--- config.mk ---
export PLATFORM = sky130hd
export DESIGN_NAME = bec_seq
export DESIGN_NICKNAME = d
export VERILOG_FILES = /design/src/bec_pkg.sv /design/src/bec_seq.sv
export SDC_FILE = /design/constraint.sdc
export NUM_CORES = 1
export LEC_CHECK = 0
export BUFFER_PORTS_ARGS = -buffer_cell sky130_fd_sc_hd__buf_2
export CORE_MARGIN = 2
export CORE_UTILIZATION = 40
export CTS_CLUSTER_DIAMETER = 120
export CTS_CLUSTER_SIZE = 14
export DETAILED_ROUTE_END_ITERATION = 12
export PLACE_DENSITY = 0.66
export SYNTH_ARGS = -nofsm -noshare
export SYNTH_HDL_FRONTEND = slang
export SYNTH_SLANG_ARGS = --single-unit
--- constraint.sdc ---
create_clock -name clk -period 3.6 [get_ports clk]
set_input_delay 0.18 -clock clk [delete_from_list [all_inputs] [get_ports clk]]
set_output_delay 0.18 -clock clk [all_outputs]
set_load 0.005 [all_outputs]
--- src/bec_pkg.sv ---
// ----------------------------------------------------------------------------
// bec_pkg
// Shared types and constants of the 3D binary erosion core.
// ----------------------------------------------------------------------------
package bec_pkg;

	localparam int MAX_DIM_DEF = 64;
	localparam int MAX_BOX     = 7;

	localparam int COORD_W = 6;
	localparam int VSIZE_W = 7;
	localparam int BOX_W   = 3;
	localparam int VAL_W   = 8;
	localparam int POS_W   = 9;
	localparam int IDX_W   = 4;

	typedef enum logic [IDX_W-1:0] {
		REG_VOL_SIZE_0 = 4'd0,
		REG_VOL_SIZE_1 = 4'd1,
		REG_VOL_SIZE_2 = 4'd2,
		REG_BOX_SIZE_0 = 4'd3,
		REG_BOX_SIZE_1 = 4'd4,
		REG_BOX_SIZE_2 = 4'd5,
		REG_BORDER     = 4'd6,
		REG_CENTER     = 4'd7
	} reg_idx_t;

	typedef struct packed {
		logic [POS_W-1:0] n0;
		logic [POS_W-1:0] n1;
		logic [POS_W-1:0] n2;
		logic [BOX_W-1:0] b0;
		logic [BOX_W-1:0] b1;
		logic [BOX_W-1:0] b2;
		logic             border_true;
		logic             center_must_be_set;
	} cfg_t;

endpackage

--- src/bec_seq.sv ---
// ----------------------------------------------------------------------------
// bec_seq
// Query sequencer: optional centre check, then a box scan with one memory read
// per in-volume neighbour and evaluation in the cycle after the issued read.
// ----------------------------------------------------------------------------
module bec_seq #(
	parameter int MAX_DIM = bec_pkg::MAX_DIM_DEF,
	localparam int DIM_W  = $clog2(MAX_DIM),
	localparam int ADDR_W = 3 * DIM_W
) (
	input  logic                         clk,
	input  logic                         arst_n,
	input  bec_pkg::cfg_t                cfg,
	input  logic                         start,
	input  logic                         func,
	input  logic [bec_pkg::COORD_W-1:0]  coord_0,
	input  logic [bec_pkg::COORD_W-1:0]  coord_1,
	input  logic [bec_pkg::COORD_W-1:0]  coord_2,
	output logic                         busy,
	output logic                         done,
	output logic                         eroded,
	output logic                         rd_en,
	output logic [ADDR_W-1:0]            rd_addr,
	input  logic                         rd_data
);

	typedef enum logic [1:0] {S_IDLE, S_CENTER, S_ISSUE, S_DRAIN} state_t;

	state_t state_q;
	logic [bec_pkg::COORD_W-1:0] c0_q, c1_q, c2_q;
	logic [bec_pkg::BOX_W-1:0]   i0_q, i1_q, i2_q;
	logic v_s1, out_s1;
	logic done_q, eroded_q;

	logic [bec_pkg::POS_W-1:0] e0, e1, e2, p0, p1, p2;
	logic accept, in_vol, empty_box, outside, last, fail_s1;
	logic end2, end1;

	assign accept = start && !busy && func;
	assign busy   = (state_q != S_IDLE);
	assign done   = done_q;
	assign eroded = eroded_q;

	always_comb begin
		e0 = {3'b000, coord_0};
		e1 = {3'b000, coord_1};
		e2 = {3'b000, coord_2};
		in_vol = (e0 < cfg.n0) && (e1 < cfg.n1) && (e2 < cfg.n2);
		empty_box = (cfg.b0 == '0) || (cfg.b1 == '0) || (cfg.b2 == '0);
		p0 = {3'b000, c0_q} - {7'b0, cfg.b0[2:1]} + {6'b0, i0_q};
		p1 = {3'b000, c1_q} - {7'b0, cfg.b1[2:1]} + {6'b0, i1_q};
		p2 = {3'b000, c2_q} - {7'b0, cfg.b2[2:1]} + {6'b0, i2_q};
		outside = p0[bec_pkg::POS_W-1] || (p0 >= cfg.n0)
			|| p1[bec_pkg::POS_W-1] || (p1 >= cfg.n1)
			|| p2[bec_pkg::POS_W-1] || (p2 >= cfg.n2);
		end2 = (i2_q == cfg.b2 - 3'd1);
		end1 = (i1_q == cfg.b1 - 3'd1);
		last = (i0_q == cfg.b0 - 3'd1) && end1 && end2;
		fail_s1 = v_s1 && (out_s1 ? !cfg.border_true : !rd_data);
		if (state_q == S_ISSUE) begin
			rd_en   = !outside;
			rd_addr = {p0[DIM_W-1:0], p1[DIM_W-1:0], p2[DIM_W-1:0]};
		end else begin
			rd_en   = accept && in_vol && cfg.center_must_be_set;
			rd_addr = {e0[DIM_W-1:0], e1[DIM_W-1:0], e2[DIM_W-1:0]};
		end
	end

	always_ff @(posedge clk or negedge arst_n) begin
		if (!arst_n) begin
			state_q  <= S_IDLE;
			v_s1     <= 1'b0;
			out_s1   <= 1'b0;
			done_q   <= 1'b0;
			eroded_q <= 1'b0;
		end else begin
			done_q <= 1'b0;
			case (state_q)
				S_IDLE: begin
					if (accept) begin
						if (!in_vol) begin
							done_q   <= 1'b1;
							eroded_q <= 1'b0;
						end else if (cfg.center_must_be_set) begin
							state_q <= S_CENTER;
						end else if (empty_box) begin
							done_q   <= 1'b1;
							eroded_q <= 1'b1;
						end else begin
							state_q <= S_ISSUE;
						end
					end
				end
				S_CENTER: begin
					if (!rd_data) begin
						done_q   <= 1'b1;
						eroded_q <= 1'b0;
						state_q  <= S_IDLE;
					end else if (empty_box) begin
						done_q   <= 1'b1;
						eroded_q <= 1'b1;
						state_q  <= S_IDLE;
					end else begin
						state_q <= S_ISSUE;
					end
				end
				S_ISSUE: begin
					v_s1    <= 1'b1;
					out_s1  <= outside;
					if (fail_s1) begin
						v_s1     <= 1'b0;
						done_q   <= 1'b1;
						eroded_q <= 1'b0;
						state_q  <= S_IDLE;
					end else if (last) begin
						state_q <= S_DRAIN;
					end
				end
				S_DRAIN: begin
					v_s1     <= 1'b0;
					done_q   <= 1'b1;
					eroded_q <= !fail_s1;
					state_q  <= S_IDLE;
				end
				default: begin
					state_q <= S_IDLE;
				end
			endcase
		end
	end

	// box counters, fastest axis innermost
	always_ff @(posedge clk) begin
		if (state_q == S_IDLE) begin
			c0_q <= coord_0;
			c1_q <= coord_1;
			c2_q <= coord_2;
		end
		if (state_q != S_ISSUE) begin
			i0_q <= '0;
			i1_q <= '0;
			i2_q <= '0;
		end else if (end2) begin
			i2_q <= '0;
			if (end1) begin
				i1_q <= '0;
				i0_q <= i0_q + 3'd1;
			end else begin
				i1_q <= i1_q + 3'd1;
			end
		end else begin
			i2_q <= i2_q + 3'd1;
		end
	end

endmodule

== Yosys cells after proc, flatten, opt, wreduce, memory -nomap -nowiden ==
Index checks and enable logic that the tools add are counted.

* Multiply operators: 0
* Divide/modulo/power cells: 0
* Equality and inequality tests: 13
* Multiplexer cells: 29
* Bitwise gates (word level): 0
* Reduce and logical (&&, ||, !) cells: 31
* Shifts and indexed selects: 0
* Add/sub/neg operators: 12
* $lt $le $gt $ge: 6

{| class="wikitable"
|+ Operators by type and width
! kind !! count
|-
| $ge 9x9->1 || 3
|-
| $lt 6x9->1 || 3
|-
| $add 7x4->8 || 3
|-
| $sub 6x2->7 || 3
|-
| $mux 18 || 1
|-
| $mux 2 || 8
|-
| $mux 1 || 15
|-
| $add 3x1->3 const B || 3
|-
| $eq 3x3->1 || 3
|-
| $logic_and 1x1->1 || 9
|-
| $logic_not 3->1 || 3
|-
| $ne 3x3->1 const B || 3
|-
| $sub 3x1->3 const B || 3
|-
| $ne 2x2->1 const B || 4
|-
| $pmux 1 s4 || 2
|-
| $pmux 2 s4 || 1
|-
| $logic_or 1x1->1 || 7
|-
| $logic_not 1->1 || 5
|-
| $eq 2x2->1 const B || 2
|-
| $reduce_and 4->1 || 1
|-
| $reduce_bool 2->1 || 2
|-
| $mux 3 || 1
|-
| $reduce_and 3->1 || 1
|-
| $eq 2x1->1 const B || 1
|-
| other kinds (4) || 4
|}

* Bits in latches: 0
* Memory bits (read-only): 0
* RAM bits: 0
* Memories: 0
* Flip-flop bits (word level): 33

== Logic depth before layout (Yosys ltp) ==
* Depth in word-level cells: 10
* Depth in mapped cells: 18

== Least setup slack after synthesis ==
OpenSTA, ideal clock, no wires.

* Kind: flip-flop to output port
* Start point: register c1_q[0] (netlist name)
* End point: output rd_en
* Path slack: -0.108 ns
* Stages on the path, launching flop included: 18
* Arrival time: 3.528 ns
* Required time: 3.420 ns
* Cells stage by stage: edfxtp_1 -> inv_1 -> ha_1 -> inv_1 -> fa_1 -> ha_1 -> a21o_1 -> a21oi_2 -> mux2_2 -> o31ai_2 -> xor2_1 -> ha_1 -> o21ai_0 -> nor2_1 -> nor3_1 -> o22ai_1 -> nor4_2 -> or2_1

* Longest elaborated chain between the ends: 8
* Elaborated cells between the ends (all ways): 9
* Those cells by class: 2 x add/sub; 1 x order compare; 1 x mux; 5 x reduce/logical

{| class="wikitable"
|+ RTL lines
! what !! RTL line !! RTL
|-
| start: declaration || bec_seq.sv:30 || <nowiki>logic [bec_pkg::COORD_W-1:0] c0_q, c1_q, c2_q;</nowiki>
|-
| start signal: assignment || bec_seq.sv:136 || <nowiki>c1_q <= coord_1;</nowiki>
|-
| $sub 6x2->7 (*) || bec_seq.sv:51 || <nowiki>p1 = {3'b000, c1_q} - {7'b0, cfg.b1[2:1]} + {6'b0, i1_q};</nowiki>
|-
| $add 7x4->8 (*) || bec_seq.sv:51 ||
|-
| $ge 9x9->1 / $logic_or 1x1->1 (equally long branches) || bec_seq.sv:54 || <nowiki>|| p1[bec_pkg::POS_W-1] || (p1 >= cfg.n1)</nowiki>
|-
| $logic_or 1x1->1 (*) || bec_seq.sv:54 ||
|-
| $logic_or 1x1->1 (*) (2 in series) || bec_seq.sv:55 || <nowiki>|| p2[bec_pkg::POS_W-1] || (p2 >= cfg.n2);</nowiki>
|-
| $logic_not 1->1 (*) || bec_seq.sv:61 || <nowiki>rd_en = !outside;</nowiki>
|-
| $mux 1 (*) || bec_seq.sv:60 || <nowiki>if (state_q == S_ISSUE) begin</nowiki>
|-
| end: declaration || bec_seq.sv:22 || <nowiki>output logic rd_en,</nowiki>
|}

Mark *: on every way between the ends. The rest lies on a longest branch, timed or not.

== Worst setup path in the final report ==
* Start point: register c2_q[0] (netlist name)
* End point: output rd_en

* Longest elaborated chain between the ends: 6
* Elaborated cells between the ends (all ways): 7
* Those cells by class: 2 x add/sub; 1 x order compare; 1 x mux; 3 x reduce/logical

{| class="wikitable"
|+ RTL lines
! what !! RTL line !! RTL
|-
| start: declaration || bec_seq.sv:30 ||
|-
| start signal: assignment || bec_seq.sv:137 || <nowiki>c2_q <= coord_2;</nowiki>
|-
| $sub 6x2->7 (*) || bec_seq.sv:52 || <nowiki>p2 = {3'b000, c2_q} - {7'b0, cfg.b2[2:1]} + {6'b0, i2_q};</nowiki>
|-
| $add 7x4->8 (*) || bec_seq.sv:52 ||
|-
| $ge 9x9->1 / $logic_or 1x1->1 (equally long branches) || bec_seq.sv:55 ||
|-
| $logic_or 1x1->1 (*) || bec_seq.sv:55 ||
|-
| $logic_not 1->1 (*) || bec_seq.sv:61 ||
|-
| $mux 1 (*) || bec_seq.sv:60 ||
|}

Marked as above.

==> metrics.txt <==
most common cell in the netlist ha_1; Max-Cap Viols 0; Yosys top cell by area ha_1; Clk Latency, worst-skew pair 290 ps; Final Max Tran Viols 0; RSZ-0062 raised after global routing yes; Top FF cell, synth edfxtp_1; total global-route track usage 19.68%; sequential fraction of the synthesis area 23.20%; CP endpoint kind primary output; post-DR wirelength/cell 15.04 µm; first-pass GRT wire length 15980 µm; Antenna diodes 0; Buf/Inv on CP 3; static leakage 2.440 nW; non-filler cells in the finished layout 660; total negative slack -933.7 ps; Via density between 5 and 6; Clock Power Share 11.1%; Syn Area/Cell 8.770 µm²; most used cell, CP ha_1; Worst Skew 11.59 ps; Max Buffers Root-to-Sink 2; list of most frequent post-synthesis cells ha_1, inv_1, nand2_1; Setup WS post-layout -687.0 ps; CORE AREA 9153 µm²; crit-path leading delay family adder cells; Netlist Area Pre-Place 3754 µm²; violated checks negative setup slack; Mapped Cells between 400 and 500; DP Cell Count 646; f_max 233.3 MHz; Post-synth EDFFs 18; Worst-path clk slew ~80 ps; area post-placement 4521 µm²; Crit Path Class flip-flop to primary output; Distinct cells, synth 64; syn nets 561; switching power 1.137 mW; outcome finished with violations; HP Class input pin to flip-flop; fraction of layout cells with a size suffix above 1 31.69%; CTS tree yes; Post-synth ARST share roughly 18%; Tcrit/Tclk final 119.1%; Comb pwr share 64.0%; die area 10170 µm²; Internal Pwr Total 1.455 mW; DR iter-0 viols 96; Final Hold Fails 0; Rel. slew slack a little under two fifths; register bit total from synthesis 33; post-route ant nets 0; Max VDD drop 206.5 µV; Worst Setup Start Kind flip-flop; Routed WL 9926 µm; Final Wtd Congestion 0.8908; critical path cell sequence inv_1 > ha_2 > inv_2 > fa_2 > xnor2_2 > ha_1 > nor2b_4 > o211ai_1 > nand2_1 > o21ai_2 > xor2_1 > ha_1 > a21o_1 > a211o_1 > a41oi_2 > o22ai_2 > nor4_2 > or2_1 > buf_2; Top-Level Pins a little over 80; final design utilization 52.24%; worst hold margin approximately 90 ps; minimum clock period 4287 ps; Finish-stage setup viols 2; clock buffer count from CTS 5; Rows 35; worst-path maximum fanout 2; Initial Util 41.01%; DRC viols 0; H-tree Lvls 2; slowest CP cell edfxtp_1; pin count of the biggest net entering global routing 26; area growth from synthesis to layout 27.37%; sequential power share 24.9%; Synth Warn # 0; Layout Nets 681; Required @ worst endpoint 3420 ps; vias 3387; Design Area, Final 4781 µm²; Area contributors post-synth ha_1, edfxtp_1, inv_1; total grt overflow 0; initial antenna violation count 0; clock sink count 33; vias in the first global route 3454; Switching Share 43.87%; PwrDens 542.1 nW/µm²; Clock Root Buffer clkbuf_8; Crit path largest cell delay 360 ps; DPL Wire Length 8051 µm; DIE HEIGHT 100.9 µm; Yosys top cell area share 22.00%; Arr. time, crit path 4110 ps; worst slew pin tran roughly 940 ps; Die W 100.9 µm; I/O Buffers between 80 and 90; Pre-Repair DR Iteration Count 4
## cells by family after synthesis
family / synth area share, %
fa+ha+maj: 25.20
compound gates: 16.20
xor+xnor: 8.967
buf+inv: 7.267
simple gates: 15.70
mux: 3.467
flops: 23.20
## worst register-to-register path, cell delays in order, from the launching register on
cell	delay, ps
edfxtp_1	360
inv_1	70
ha_2	180
inv_2	40
fa_2	360
xnor2_2	140
ha_1	310
nor2b_4	140
o211ai_1	260
nand2_1	110
o21ai_2	130
xor2_1	210
ha_1	290
a21o_1	170
a211o_1	290
a41oi_2	170
o22ai_2	120
nor4_2	190
buf_4	170
nor2_2	30
## repair_timing
| item | in CTS | in global routing |
|---|---|---|
| gates cloned | 0 | 0 |
| resized for setup | 15 | 18 |
| buffers inserted | 7 | 4 |
| hold endpoints to repair | 6 | 0 |
| hold buffers | 1 | 0 |
| endpoints found under the setup margin | 2 | 3 |
| pin swaps | 6 | 2 |
## state kept, by name, summed over array words and instances (netlist names)
name     cells
i2_q         3
done         1
c0_q         6
i1_q         3
c2_q         6
eroded       1
c1_q         6
i0_q         3
out_s1       1
state_q      2
v_s1         1
## per-stage QoR
stage	power (mW)	worst slack, ps
after floorplan	1.612	24.00
after global placement	2.124	-274.6
after detailed placement	2.168	-389.3
after CTS	2.550	-627.9
after global routing	2.825	-873.9
final	2.592	-687.0
## cells in the final DEF (no fill, tap or decap), types with 7 or more instances in the layout
master and n:
dfxtp_1 9, xor2_1 9, buf_4 39, o21ai_0 14
buf_2 81, edfxtp_1 18, ha_1 64, nor2_1 27
xnor2_1 20, nand2_1 47, inv_1 57, nor3_1 7
a21oi_1 14
## worst paths after layout
check / start / to / slack (ps) / cells past startpoint
min in group asynchronous: arst_n / eroded$_DFFE_PN0P_ / 240 / 2
worst max register to register: c2_q[0]$_DFFE_PP_ / out_s1$_DFFE_PN0P_ / -250 / 19
max in group asynchronous: arst_n / out_s1$_DFFE_PN0P_ / 3200 / 2
worst min-delay path: coord_0[3] / c0_q[3]$_DFFE_PP_ / 90 / 1
worst max-delay path: c2_q[0]$_DFFE_PP_ / rd_en / -690 / 19
worst min register to register: i2_q[0]$_SDFF_PP0_ / i2_q[0]$_SDFF_PP0_ / 490 / 1
## metal layers
| metal | part of all wire (%) | track usage (%) | routed length (µm) |
|---|---|---|---|
| met1 | 47 | 26.58 | 4701 |
| met2 | 47 | 33.33 | 4706 |
| met3 | 3.7 | 2.358 | 364 |
| met4 | 1.5 | 5.058 | 153 |
| met5 | 0 | 0 | 0 |
## power groups by stage
stage / logic [mW] / registers [mW] / clock network (mW)
final: 1.66 / 0.645 / 0.287
after global routing: 1.86 / 0.660 / 0.307
after CTS: 1.62 / 0.639 / 0.293
after detailed placement: 1.52 / 0.645 / 0
after global placement: 1.48 / 0.642 / 0
after floorplan: 1.01 / 0.600 / 0
## area by class of cell
type	count	area (µm²)
clock buffers	6	72.57
multi-input cells	325	2733
clock inverters	2	10.01
repair buffers	123	730.7
well taps	111	138.9
fillers	859	4372
inverters	60	225.2
flip-flops and latches	33	870.8
Power figures use the tool's default switching activity.
